--- config.mk ---
export PLATFORM = sky130hd
export DESIGN_NAME = per_process_call_depth_tracker
export DESIGN_NICKNAME = d
export VERILOG_FILES = /design/src/hdl/pcdt_pkg.sv /design/src/hdl/pcdt_ram.sv /design/src/hdl/pcdt_ctrl.sv /design/src/hdl/pcdt_datapath.sv /design/src/hdl/per_process_call_depth_tracker.sv
export SDC_FILE = /design/constraint.sdc
export NUM_CORES = 2
export LEC_CHECK = 0
export BUFFER_PORTS_ARGS = -buffer_cell sky130_fd_sc_hd__clkbuf_2
export CAP_MARGIN = 0
export CORE_ASPECT_RATIO = 1.1
export CORE_MARGIN = 3
export CORE_UTILIZATION = 60
export CTS_BUF_LIST = sky130_fd_sc_hd__clkbuf_4 sky130_fd_sc_hd__clkbuf_8 sky130_fd_sc_hd__clkbuf_16
export DETAILED_ROUTE_END_ITERATION = 10
export PLACE_DENSITY = 0.77
export SLEW_MARGIN = 15
export SYNTH_ARGS = -nofsm -noshare
export SYNTH_HDL_FRONTEND = slang
export SYNTH_SLANG_ARGS = --single-unit
--- constraint.sdc ---
create_clock -name i_clk -period 31.2 [get_ports i_clk]
set_input_delay 6.24 -clock i_clk [delete_from_list [all_inputs] [get_ports i_clk]]
set_output_delay 6.24 -clock i_clk [all_outputs]
set_load 0.05 [all_outputs]
--- src/hdl/pcdt_pkg.sv ---
// Shared types and constants for the per-process call depth tracker.
// No dependencies; used by the controller, datapath and top level.
package pcdt_pkg;

    localparam logic [1:0] ST_OTHER     = 2'd0;
    localparam logic [1:0] ST_RECORD    = 2'd1;
    localparam logic [1:0] ST_MALFORMED = 2'd2;
    localparam logic [1:0] ST_BAD_VER   = 2'd3;

    localparam int IN_PID_W   = 32;
    localparam int IN_USER_W  = 3;
    localparam int OUT_FIELD_W = 32;
    localparam int OUT_SLOT_W = 4;
    localparam int OUT_PCNT_W = 5;
    localparam int OUT_USER_W = 2;
    localparam int OUT_DATA_W = 272;

    localparam int OFF_SLOT      = 0;
    localparam int OFF_DEPTH     = OFF_SLOT + OUT_SLOT_W;
    localparam int OFF_INDENT    = OFF_DEPTH + OUT_FIELD_W;
    localparam int OFF_DEEPEST   = OFF_INDENT + OUT_FIELD_W;
    localparam int OFF_UNMATCHED = OFF_DEEPEST + OUT_FIELD_W;
    localparam int OFF_RECORDS   = OFF_UNMATCHED + OUT_FIELD_W;
    localparam int OFF_SKIPPED   = OFF_RECORDS + OUT_FIELD_W;
    localparam int OFF_MALFORMED = OFF_SKIPPED + OUT_FIELD_W;
    localparam int OFF_BAD_VER   = OFF_MALFORMED + OUT_FIELD_W;
    localparam int OFF_PCOUNT    = OFF_BAD_VER + OUT_FIELD_W;

    typedef struct packed {
        logic load;
        logic issue;
        logic commit;
    } t_ctl_cmd;

    typedef struct packed {
        logic is_record;
        logic last_idx;
        logic out_free;
    } t_dp_status;

endpackage

--- src/hdl/pcdt_ram.sv ---
// Generic simple dual-port RAM with registered read.
// No dependencies.
module pcdt_ram #(
    parameter int WIDTH = 8,
    parameter int DEPTH = 16,
    parameter int AW    = (DEPTH > 1) ? $clog2(DEPTH) : 1
) (
    input  logic             i_clk,
    input  logic             i_we,
    input  logic [AW-1:0]    i_waddr,
    input  logic [WIDTH-1:0] i_wdata,
    input  logic [AW-1:0]    i_raddr,
    output logic [WIDTH-1:0] o_rdata
);

    logic [WIDTH-1:0] r_mem [DEPTH];
    logic [WIDTH-1:0] r_rdata;

    always_ff @(posedge i_clk) begin
        if (i_we) begin
            r_mem[i_waddr] <= i_wdata;
        end
        r_rdata <= r_mem[i_raddr];
    end

    assign o_rdata = r_rdata;

endmodule

--- src/hdl/pcdt_ctrl.sv ---
// Sequencer for the tracker: accept, slot scan, drain, commit.
// Depends on pcdt_pkg for the command and status structs.
module pcdt_ctrl (
    input  logic                i_clk,
    input  logic                i_rst_n,
    input  logic                i_s_tvalid,
    output logic                o_s_tready,
    input  pcdt_pkg::t_dp_status i_status,
    output pcdt_pkg::t_ctl_cmd  o_cmd
);

    localparam logic [1:0] S_IDLE   = 2'd0;
    localparam logic [1:0] S_SCAN   = 2'd1;
    localparam logic [1:0] S_DRAIN  = 2'd2;
    localparam logic [1:0] S_UPDATE = 2'd3;

    logic [1:0] r_state;
    logic [1:0] n_state;

    always_comb begin
        n_state      = r_state;
        o_cmd.load   = 1'b0;
        o_cmd.issue  = 1'b0;
        o_cmd.commit = 1'b0;
        unique case (r_state)
            S_IDLE: begin
                if (i_s_tvalid) begin
                    o_cmd.load = 1'b1;
                    n_state    = S_SCAN;
                end
            end
            S_SCAN: begin
                if (!i_status.is_record) begin
                    n_state = S_UPDATE;
                end else begin
                    o_cmd.issue = 1'b1;
                    if (i_status.last_idx) begin
                        n_state = S_DRAIN;
                    end
                end
            end
            S_DRAIN: begin
                n_state = S_UPDATE;
            end
            S_UPDATE: begin
                if (i_status.out_free) begin
                    o_cmd.commit = 1'b1;
                    n_state      = S_IDLE;
                end
            end
            default: begin
                n_state = S_IDLE;
            end
        endcase
    end

    always_ff @(posedge i_clk) begin
        if (!i_rst_n) begin
            r_state <= S_IDLE;
        end else begin
            r_state <= n_state;
        end
    end

    assign o_s_tready = (r_state == S_IDLE);

endmodule

--- src/hdl/pcdt_datapath.sv ---
// Datapath: input capture, slot table, match and free search, update, output register.
// Depends on pcdt_pkg and pcdt_ram.
module pcdt_datapath #(
    parameter int PROCESS_SLOTS = 16,
    parameter int COUNTER_BITS  = 32,
    parameter int PID_BITS      = 32
) (
    input  logic                                i_clk,
    input  logic                                i_rst_n,
    input  logic [pcdt_pkg::IN_PID_W-1:0]       i_s_tdata,
    input  logic [pcdt_pkg::IN_USER_W-1:0]      i_s_tuser,
    output logic                                o_m_tvalid,
    input  logic                                i_m_tready,
    output logic [pcdt_pkg::OUT_DATA_W-1:0]     o_m_tdata,
    output logic [pcdt_pkg::OUT_USER_W-1:0]     o_m_tuser,
    input  pcdt_pkg::t_ctl_cmd                  i_cmd,
    output pcdt_pkg::t_dp_status                o_status
);

    localparam int SW = (PROCESS_SLOTS > 1) ? $clog2(PROCESS_SLOTS) : 1;
    localparam int CW = $clog2(PROCESS_SLOTS + 1);
    localparam int CB = COUNTER_BITS;
    localparam int PW = (PID_BITS < pcdt_pkg::IN_PID_W) ? PID_BITS : pcdt_pkg::IN_PID_W;
    localparam int RW = PW + 3 * CB;
    localparam logic [CB-1:0] CNT_MAX = {CB{1'b1}};

    function automatic logic [CB-1:0] sat_inc(input logic [CB-1:0] v);
        return (v == CNT_MAX) ? v : v + CB'(1);
    endfunction

    logic [1:0]          r_status;
    logic [PW-1:0]       r_pid;
    logic                r_exit;
    logic [SW-1:0]       r_idx;
    logic                r_pend;
    logic [SW-1:0]       r_pend_idx;
    logic                r_found;
    logic [SW-1:0]       r_slot;
    logic [CB-1:0]       r_hit_depth;
    logic [CB-1:0]       r_hit_deep;
    logic [CB-1:0]       r_hit_unm;
    logic                r_free_ok;
    logic [SW-1:0]       r_free_idx;
    logic [PROCESS_SLOTS-1:0] r_used;
    logic [CW-1:0]       r_inuse;
    logic [CB-1:0]       r_rec;
    logic [CB-1:0]       r_skip;
    logic [CB-1:0]       r_mal;
    logic [CB-1:0]       r_bad;
    logic                r_out_valid;
    logic [pcdt_pkg::OUT_USER_W-1:0] r_out_user;
    logic [pcdt_pkg::OUT_DATA_W-1:0] r_out_data;

    logic [RW-1:0]       w_rdata;
    logic [RW-1:0]       w_wdata;
    logic [PW-1:0]       w_rd_pid;
    logic                w_hit;
    logic                w_free;
    logic                w_record;
    logic                w_taken;
    logic                w_full;
    logic                w_alloc;
    logic [SW-1:0]       w_slot;
    logic [CB-1:0]       w_depth;
    logic [CB-1:0]       w_deep;
    logic [CB-1:0]       w_unm;
    logic [CB-1:0]       n_depth;
    logic [CB-1:0]       n_deep;
    logic [CB-1:0]       n_unm;
    logic [CB-1:0]       w_indent;
    logic [CB-1:0]       n_rec;
    logic [CB-1:0]       n_skip;
    logic [CB-1:0]       n_mal;
    logic [CB-1:0]       n_bad;
    logic [CW-1:0]       n_inuse;
    logic [pcdt_pkg::OUT_DATA_W-1:0] n_out_data;

    pcdt_ram #(
        .WIDTH (RW),
        .DEPTH (PROCESS_SLOTS),
        .AW    (SW)
    ) u_slot_ram (
        .i_clk   (i_clk),
        .i_we    (i_cmd.commit & w_taken),
        .i_waddr (w_slot),
        .i_wdata (w_wdata),
        .i_raddr (r_idx),
        .o_rdata (w_rdata)
    );

    assign w_rd_pid = w_rdata[3*CB +: PW];
    assign w_hit    = r_pend && r_used[r_pend_idx] && (w_rd_pid == r_pid);
    assign w_free   = r_pend && !r_used[r_pend_idx] && !r_free_ok;

    assign w_record = (r_status == pcdt_pkg::ST_RECORD);
    assign w_alloc  = w_record && !r_found && r_free_ok;
    assign w_taken  = w_record && (r_found || r_free_ok);
    assign w_full   = w_record && !w_taken;
    assign w_slot   = r_found ? r_slot : r_free_idx;

    assign w_depth = r_found ? r_hit_depth : '0;
    assign w_deep  = r_found ? r_hit_deep  : '0;
    assign w_unm   = r_found ? r_hit_unm   : '0;

    always_comb begin
        n_depth = w_depth;
        n_deep  = w_deep;
        n_unm   = w_unm;
        if (!r_exit) begin
            n_depth = sat_inc(w_depth);
            if (n_depth > w_deep) begin
                n_deep = n_depth;
            end
        end else if (w_depth == '0) begin
            n_unm = sat_inc(w_unm);
        end else begin
            n_depth = w_depth - CB'(1);
        end
        if (n_depth == '0) begin
            w_indent = '0;
        end else if (r_exit) begin
            w_indent = n_depth;
        end else begin
            w_indent = n_depth - CB'(1);
        end
    end

    assign w_wdata = {r_pid, n_depth, n_deep, n_unm};

    assign n_rec   = w_taken ? sat_inc(r_rec) : r_rec;
    assign n_skip  = (r_status == pcdt_pkg::ST_OTHER) ? sat_inc(r_skip) : r_skip;
    assign n_mal   = (r_status == pcdt_pkg::ST_MALFORMED) ? sat_inc(r_mal) : r_mal;
    assign n_bad   = (r_status == pcdt_pkg::ST_BAD_VER) ? sat_inc(r_bad) : r_bad;
    assign n_inuse = w_alloc ? r_inuse + CW'(1) : r_inuse;

    always_comb begin
        n_out_data = '0;
        if (w_taken) begin
            n_out_data[pcdt_pkg::OFF_SLOT +: pcdt_pkg::OUT_SLOT_W] =
                pcdt_pkg::OUT_SLOT_W'(w_slot);
            n_out_data[pcdt_pkg::OFF_DEPTH +: pcdt_pkg::OUT_FIELD_W] =
                pcdt_pkg::OUT_FIELD_W'(n_depth);
            n_out_data[pcdt_pkg::OFF_INDENT +: pcdt_pkg::OUT_FIELD_W] =
                pcdt_pkg::OUT_FIELD_W'(w_indent);
            n_out_data[pcdt_pkg::OFF_DEEPEST +: pcdt_pkg::OUT_FIELD_W] =
                pcdt_pkg::OUT_FIELD_W'(n_deep);
            n_out_data[pcdt_pkg::OFF_UNMATCHED +: pcdt_pkg::OUT_FIELD_W] =
                pcdt_pkg::OUT_FIELD_W'(n_unm);
        end
        n_out_data[pcdt_pkg::OFF_RECORDS +: pcdt_pkg::OUT_FIELD_W] =
            pcdt_pkg::OUT_FIELD_W'(n_rec);
        n_out_data[pcdt_pkg::OFF_SKIPPED +: pcdt_pkg::OUT_FIELD_W] =
            pcdt_pkg::OUT_FIELD_W'(n_skip);
        n_out_data[pcdt_pkg::OFF_MALFORMED +: pcdt_pkg::OUT_FIELD_W] =
            pcdt_pkg::OUT_FIELD_W'(n_mal);
        n_out_data[pcdt_pkg::OFF_BAD_VER +: pcdt_pkg::OUT_FIELD_W] =
            pcdt_pkg::OUT_FIELD_W'(n_bad);
        n_out_data[pcdt_pkg::OFF_PCOUNT +: pcdt_pkg::OUT_PCNT_W] =
            pcdt_pkg::OUT_PCNT_W'(n_inuse);
    end

    // Control state
    always_ff @(posedge i_clk) begin
        if (!i_rst_n) begin
            r_pend      <= 1'b0;
            r_found     <= 1'b0;
            r_free_ok   <= 1'b0;
            r_used      <= '0;
            r_inuse     <= '0;
            r_rec       <= '0;
            r_skip      <= '0;
            r_mal       <= '0;
            r_bad       <= '0;
            r_out_valid <= 1'b0;
        end else begin
            r_pend <= i_cmd.issue;
            if (i_cmd.load) begin
                r_found   <= 1'b0;
                r_free_ok <= 1'b0;
            end else begin
                if (w_hit && !r_found) begin
                    r_found <= 1'b1;
                end
                if (w_free) begin
                    r_free_ok <= 1'b1;
                end
            end
            if (i_cmd.commit) begin
                r_out_valid <= 1'b1;
            end else if (i_m_tready) begin
                r_out_valid <= 1'b0;
            end
            if (i_cmd.commit) begin
                r_rec       <= n_rec;
                r_skip      <= n_skip;
                r_mal       <= n_mal;
                r_bad       <= n_bad;
                r_inuse     <= n_inuse;
                if (w_alloc) begin
                    r_used[w_slot] <= 1'b1;
                end
            end
        end
    end

    // Payload
    always_ff @(posedge i_clk) begin
        if (i_cmd.load) begin
            r_status <= i_s_tuser[1:0];
            r_exit   <= i_s_tuser[2];
            r_pid    <= PW'(i_s_tdata);
            r_idx    <= '0;
        end else if (i_cmd.issue) begin
            r_idx <= r_idx + SW'(1);
        end
        r_pend_idx <= r_idx;
        if (w_hit && !r_found) begin
            r_slot      <= r_pend_idx;
            r_hit_depth <= w_rdata[2*CB +: CB];
            r_hit_deep  <= w_rdata[CB +: CB];
            r_hit_unm   <= w_rdata[0 +: CB];
        end
        if (w_free) begin
            r_free_idx <= r_pend_idx;
        end
        if (i_cmd.commit) begin
            r_out_user <= {w_full, w_taken};
            r_out_data <= n_out_data;
        end
    end

    assign o_status.is_record = w_record;
    assign o_status.last_idx  = (r_idx == SW'(PROCESS_SLOTS - 1));
    assign o_status.out_free  = !r_out_valid || i_m_tready;

    assign o_m_tvalid = r_out_valid;
    assign o_m_tdata  = r_out_data;
    assign o_m_tuser  = r_out_user;

endmodule

--- src/hdl/per_process_call_depth_tracker.sv ---
// Top level of the per-process call depth tracker.
// Depends on pcdt_pkg, pcdt_ctrl, pcdt_datapath (and pcdt_ram below it).
//
//  channel  | direction | carries
//  s (in)   | sink      | tdata: process_id; tuser: line_class, is_exit
//  m (out)  | source    | tdata: slot and per-process fields, global counters;
//           |           | tuser: event_taken, table_full
//
// A valid record passes through the scan state, where one slot of the table is read
// each cycle through the single read port of the slot RAM, then the drain state and
// the commit state. Any other line goes from the scan state straight to commit.
// Reset is synchronous and clears the used flags and counters; no clearing pass.
// The result waits in an output register; a stalled output holds the commit of
// the next item only.
module per_process_call_depth_tracker #(
    parameter int PROCESS_SLOTS = 16,
    parameter int COUNTER_BITS  = 32,
    parameter int PID_BITS      = 32
) (
    input  logic         i_clk,
    input  logic         i_rst_n,
    input  logic         i_s_tvalid,
    output logic         o_s_tready,
    input  logic [31:0]  i_s_tdata,   // [31:0] process_id
    input  logic [2:0]   i_s_tuser,   // [1:0] line_class, [2] is_exit
    output logic         o_m_tvalid,
    input  logic         i_m_tready,
    // [3:0] slot_number, [35:4] depth_now, [67:36] indent_level,
    // [99:68] deepest_depth, [131:100] unmatched_count, [163:132] records_count,
    // [195:164] skipped_count, [227:196] malformed_count,
    // [259:228] bad_version_count, [264:260] process_count, rest zero
    output logic [271:0] o_m_tdata,
    output logic [1:0]   o_m_tuser    // [0] event_taken, [1] table_full
);

    pcdt_pkg::t_ctl_cmd   w_cmd;
    pcdt_pkg::t_dp_status w_status;

    pcdt_ctrl u_ctrl (
        .i_clk      (i_clk),
        .i_rst_n    (i_rst_n),
        .i_s_tvalid (i_s_tvalid),
        .o_s_tready (o_s_tready),
        .i_status   (w_status),
        .o_cmd      (w_cmd)
    );

    pcdt_datapath #(
        .PROCESS_SLOTS (PROCESS_SLOTS),
        .COUNTER_BITS  (COUNTER_BITS),
        .PID_BITS      (PID_BITS)
    ) u_datapath (
        .i_clk      (i_clk),
        .i_rst_n    (i_rst_n),
        .i_s_tdata  (i_s_tdata),
        .i_s_tuser  (i_s_tuser),
        .o_m_tvalid (o_m_tvalid),
        .i_m_tready (i_m_tready),
        .o_m_tdata  (o_m_tdata),
        .o_m_tuser  (o_m_tuser),
        .i_cmd      (w_cmd),
        .o_status   (w_status)
    );

endmodule
Word level (Yosys, flattened, before mapping):

Memories as Yosys holds them, arrays and structs flattened. A register that Yosys moved wholly into a read port is not among the register bits.
Index checks and enable logic that the tools add are counted.

* $add $sub $neg: 10
* order comparisons: 4
* equality and inequality tests: 17
* mux-type cells: 41
* bitwise logic cells: 4
* reductions and logical operators: 26

Operators with widths (number)
* 32-bit 2-to-1 mux: 20
* 32-bit by 1-bit adder with 32-bit output, second input constant: 6
* 32-bit == test, second input constant: 6
* 32-bit logical NOT: 2
* 32-bit by 1-bit subtractor with 32-bit output, second input constant: 2
* 32-bit == test: 1
* 32-bit > comparator: 1
* 16-bit bitwise OR: 1
* 1-bit 2-to-1 mux: 12
* 1-bit logical AND: 10
* 4-bit by 5-bit less-than comparator with 1-bit output, second input constant: 2
* 2-bit == test, second input constant: 4
* 2-bit 2-to-1 mux: 4
* 2-bit one-hot mux with 4 select lines: 1
* 5-bit by 1-bit adder with 5-bit output, second input constant: 1
* 1-bit logical NOT: 5
* 5-bit 2-to-1 mux: 1
* 4-bit by 1-bit adder with 4-bit output, second input constant: 1
* 1-bit binary-select mux with 4-bit select: 1
* 1-bit demux with 4-bit select: 1
* 2-bit by 1-bit == test with 1-bit output, second input constant: 2
* 4-bit == test, second input constant: 1
* 4-bit by 1-bit greater-or-equal comparator with 1-bit output, second input constant: 1
* 2-bit logical NOT: 2
* other kinds (11): 14

* register bits after elaboration: 569
* RAM bits: 2048
* input bits: 39
* output and inout port bits: 276
* memories kept: 1

Memory list
* u_datapath.u_slot_ram.r_mem: words 16, bits a word 128, rd ports 1, clocked after memory_dff 1, wr ports 1, RTL line pcdt_ram.sv:16 `logic [WIDTH-1:0] r_mem [DEPTH];`

Depth between registers and ports, before layout:

* word-level depth: 7
* depth in mapped cells: 25

Hierarchy:

Synthesis repeated with hierarchy kept, for this count alone.

* cell total of the unflattened synthesis: 6037
* area total of the unflattened synthesis: 108462.8 µm²

Modules (own cells, without submodules)
* pcdt_ram: instances 1, cells an instance 3354, area an instance 79466.2 µm², sequential area each 64061.4 µm²
* pcdt_datapath: instances 1, cells an instance 2661, area an instance 28775.1 µm², sequential area each 15414.8 µm²
* pcdt_ctrl: instances 1, cells an instance 22, area an instance 221.5 µm², sequential area each 40.0 µm²

Worst setup path before layout:

OpenSTA, ideal clock, no wires.

* path kind: input port to flip-flop
* from: input i_m_tready
* to: memory u_datapath.u_slot_ram.r_mem[12][0] in the netlist's numbering, enable pin
* data arrival time: 21.279 ns
* path slack: 9.304 ns
* cell stages on the path: 7
* path buffers: 2
* path through: nor2b_1 > nand2b_1 > clkbuf_1 > inv_2 > clkbuf_1 > nand4_1 > nor2_1

RTL lines
* start: declaration: RTL line per_process_call_depth_tracker.sv:27 `input logic i_m_tready,`
* end: declaration: RTL line pcdt_ram.sv:16

Worst setup path in the final report:

* from: input i_m_tready
* to: memory u_datapath.u_slot_ram.r_mem[8][115] in the netlist's numbering, enable pin

* longest elaborated chain between the ends: 6

Ends and longest elaborated chain
* 1-bit logical OR: RTL line pcdt_datapath.sv:234 `assign o_status.out_free = !r_out_valid || i_m_tready;`
* 1-bit 2-to-1 mux: RTL line pcdt_ctrl.sv:46 `if (i_status.out_free) begin`
* 1-bit 2-to-1 mux: RTL line pcdt_ctrl.sv:25 `unique case (r_state)`
* 1-bit bitwise AND: RTL line pcdt_datapath.sv:84 `.i_we (i_cmd.commit & w_taken),`
* 1-bit 2-to-1 mux: RTL line pcdt_ram.sv:20 `if (i_we) begin`
* 1-bit 2-to-1 mux (implied by the code): RTL line pcdt_ram.sv:21 `r_mem[i_waddr] <= i_wdata;`

Every way passes these cells.

==> results.md <==
Setup path
- **classification of the worst setup path** input port to flop
- **setup slack, reg-to-reg** 23.75 ns
- **arrival time reported for the critical path endpoint** 10.38 ns
- **crit start category** input port
- **required time at the endpoint of the critical path** 31.72 ns
- **kind of end point of the critical path** flop
- **CP Max Fanout** 125
- **number of cells on the worst reg-to-reg path** 17

Synth
- **distinct cell type count of the synthesized netlist** 85
- **Mapped Avg Cell Area** 18.9 µm²
- **count of state elements after synthesis** 2,745
- **synth warn** 0
- **proportion of synthesized flip-flops having asynchronous set or reset** 0%
- **Cells after Synth** 5,727
- **EDFF count, synth** 2,454
- **portion of the post-synthesis area used by sequential elements** 73.6%
- **total standard cell area after synthesis** 108,000 µm²
- **Main synth FF type** edfxtp_1

Timing
- **Peak Freq** 101 MHz
- **normalized max-slew margin** 10.7%
- **Finish-stage setup viols** 0
- **Tmin final** 9.86 ns
- **max-slew violation count** 0
- **final worst clock skew** 0.0787 ns
- **transition at the pin with the smallest max-transition slack** 1.32 ns
- **post-route setup TNS** 0 ns
- **period utilization** 31.6%
- **endpoints failing hold** 0
- **setup repair after global routing missed its margin** false
- **crit path setup slack, layout** 21.34 ns

Clocking
- **number of hold-repair buffers added at the cts stage** 0
- **level count of the clock H-tree** 5
- **master cell of the clock root buffer** clkbuf_16
- **clock buffers created by TritonCTS** 279
- **number of instances resized during post-cts repair** 0
- **count of clock tree sinks** 2,745
- **clock latency on the worst-skew pair** 0.94 ns
- **Max clock buf depth** 4
- **post-CTS setup buffers** 0
- **post-CTS clock slew at the launch and capture registers of the worst setup and hold paths** 0.06 ns
- **CTS tree** built

Hold path
- **Worst Hold Path Cells** 0
- **class of the tightest hold or removal check** flop to flop

Route
- **total iterations of the first detailed-routing run** 8
- **wire per inst** 31.0 µm
- **vias per cell** 6.60
- **Routed Wire Length** 271 mm
- **DRC Markers** 0
- **initial DRC count** 7,492
- **overall via count from detail_route** 57,700
- **count of nets left with antenna violations after detail routing** 0

Cells and area
- **area growth from synthesis to final layout** 13.1%
- **layout net count** 6,241
- **ratio of cells with drive above 1 in the final layout** 25.8%

Global route
- **vias in the first global route** 57,900
- **global-route wire length before repair** 396 mm
- **largest net degree at the start of global routing** 146
- **grt total ovfl** 0
- **overall fraction of global-route tracks in use** 29.4%
- **initial antenna violation count** 10

Power
- **portion of total power attributed to sequential cells** 49.1%
- **portion of total power attributed to combinational logic** 11.8%
- **Max VDD drop** 66.0 µV
- **Clk network pwr share** 39.2%
- **net switching component of the power** 0.00201 W
- **pwr/cell area** 70.4 nW/µm²
- **switching share of total power** 23.4%
- **Cell Int Power** 0.00659 W
- **static leakage** 41.4 nW

Floorplan
- **Die Wd** 411 µm
- **area of the die** 185,000 µm²
- **core footprint** 178,000 µm²
- **effective utilization at floorplan** 60.7%
- **Boundary Pins** 315
- **Std-Cell Rows** 162
- **Chip Height** 451 µm

Placed design
- **DP HPWL** 145 mm
- **IO buf count** 307
- **setup slack after placement** 20.34 ns
- **GP Congestion** 0.957

Job
- **maxcap violations** 0

Status
- **result of the run** finished, final reports clean

-- synth_stat cells (46+ instances only) --
cell | count | area (µm²)
and2_1 | 173 | 1080
xnor2_1 | 195 | 1710
nand3_1 | 112 | 561
nand4_1 | 83 | 519
clkbuf_1 | 210 | 788
and3_1 | 46 | 288
buf_1 | 56 | 210
mux4_2 | 645 | 14500
nand2_1 | 265 | 995
dfxtp_1 | 291 | 5830
inv_1 | 81 | 304
nor2_1 | 253 | 950
o21ai_0 | 72 | 360
xor2_1 | 163 | 1430
edfxtp_1 | 2454 | 73700
nor3_1 | 91 | 455
-- state kept, by name, summed over array words and instances, names as in the netlist, 4 cells and up --
name / cells
u_datapath.u_slot_ram.r_mem: 2048
u_datapath.o_m_tdata: 265
u_datapath.u_slot_ram.o_rdata: 128
u_datapath.r_bad: 32
u_datapath.r_hit_deep: 32
u_datapath.r_hit_depth: 32
u_datapath.r_hit_unm: 32
u_datapath.r_mal: 32
u_datapath.r_pid: 32
u_datapath.r_rec: 32
u_datapath.r_skip: 32
u_datapath.r_used: 16
u_datapath.r_inuse: 5
u_datapath.r_free_idx: 4
u_datapath.r_idx: 4
u_datapath.r_pend_idx: 4
u_datapath.r_slot: 4
-- cells by family (layout without fill, tap and decap cells) --
logic type,Yosys count,in the layout,share of synthesized area [%]
simple gates,1204,1204,5.74
mux,699,699,14.0
other cells,1,9,0.00347
fa+ha+maj,45,45,0.521
xor+xnor,358,358,2.90
flops,2745,2745,73.6
buf+inv,373,1002,1.35
compound gates,302,302,1.97
-- cells in the final DEF (no fill, tap or decap), drive strengths merged, types with 16 or more instances in the layout --
master | netlist | final
nor2 | 253 | 253
inv | 83 | 87
and2 | 175 | 175
o21ai | 74 | 74
a21boi | 34 | 34
a21oi | 43 | 43
edfxtp | 2454 | 2454
o21a | 23 | 23
mux2i | 44 | 44
bufinv | 0 | 26
and3 | 46 | 46
a211oi | 16 | 16
buf | 80 | 127
nor3 | 91 | 91
mux4 | 645 | 645
xor2 | 163 | 163
ha | 45 | 45
nor4 | 34 | 34
clkbuf | 210 | 681
and4 | 24 | 24
or3 | 45 | 45
clkinv | 0 | 73
nand2 | 265 | 265
or4 | 19 | 19
dfxtp | 291 | 291
nand4 | 83 | 83
nand3 | 113 | 113
xnor2 | 195 | 195
-- through the flow --
stage               instance area, µm²  std cells  hold WS, ns  util (%)  power, W
floorplan                       108000       5733        0.329         -   0.00506
global placement                113000       8252        0.387      63.3   0.00529
detailed placement              113000       8252        0.389      63.3   0.00531
CTS                             122000       8738        0.351      68.5   0.00867
global route                    122000       8741        0.355      68.6   0.00886
finish                          122000       8742        0.350      68.6   0.00860
-- worst max-delay path: stages --
cell and delay [ns]:
clkbuf_2 0.08, nor2b_1 0.09, nand2b_2 0.26, inv_8 0.60
nand4_1 0.61, nor2_4 1.02, buf_4 0.62, buf_4 0.78
-- layout make-up --
cell class / instances / area [µm²]
fill: 10900 / 55900
clock buffer: 375 / 8050
timing repair buffer: 433 / 2660
inverter: 83 / 319
sequential: 2745 / 79500
clock inverter: 111 / 1210
tap: 2378 / 2980
antenna: 2 / 5.00
multi-input combinational: 2615 / 27500
-- metal layers --
metal | vias up | GRT usage [%] | share of wire (%)
met1 | 29900 | 41.3 | 38
met4 | 2 | 11.1 | 3.8
met2 | 3588 | 46.6 | 49
met3 | 574 | 5.30 | 9.4
met5 | - | 0 | 0.0074
li1 | 23700 | - | -
-- final timing paths --
check,from,end
worst max-delay path,i_m_tready,u_datapath.u_slot_ram.r_mem[8][115]
worst min register to register,u_datapath.u_slot_ram.o_rdata[44],u_datapath.r_hit_deep[12]
worst min-delay path,u_datapath.u_slot_ram.o_rdata[44],u_datapath.r_hit_deep[12]
worst max register to register,u_datapath.r_found,u_datapath.o_m_tdata[79]
-- power by group through the flow --
stage	registers [W]	logic, W	clock network [W]
floorplan	0.00439	0.000672	0
global placement	0.00429	0.00100	0
detailed placement	0.00430	0.00101	0
CTS	0.00422	0.00103	0.00342
global route	0.00423	0.00108	0.00355
finish	0.00422	0.00101	0.00337
Note: power is estimated with default switching activity, not from simulation.
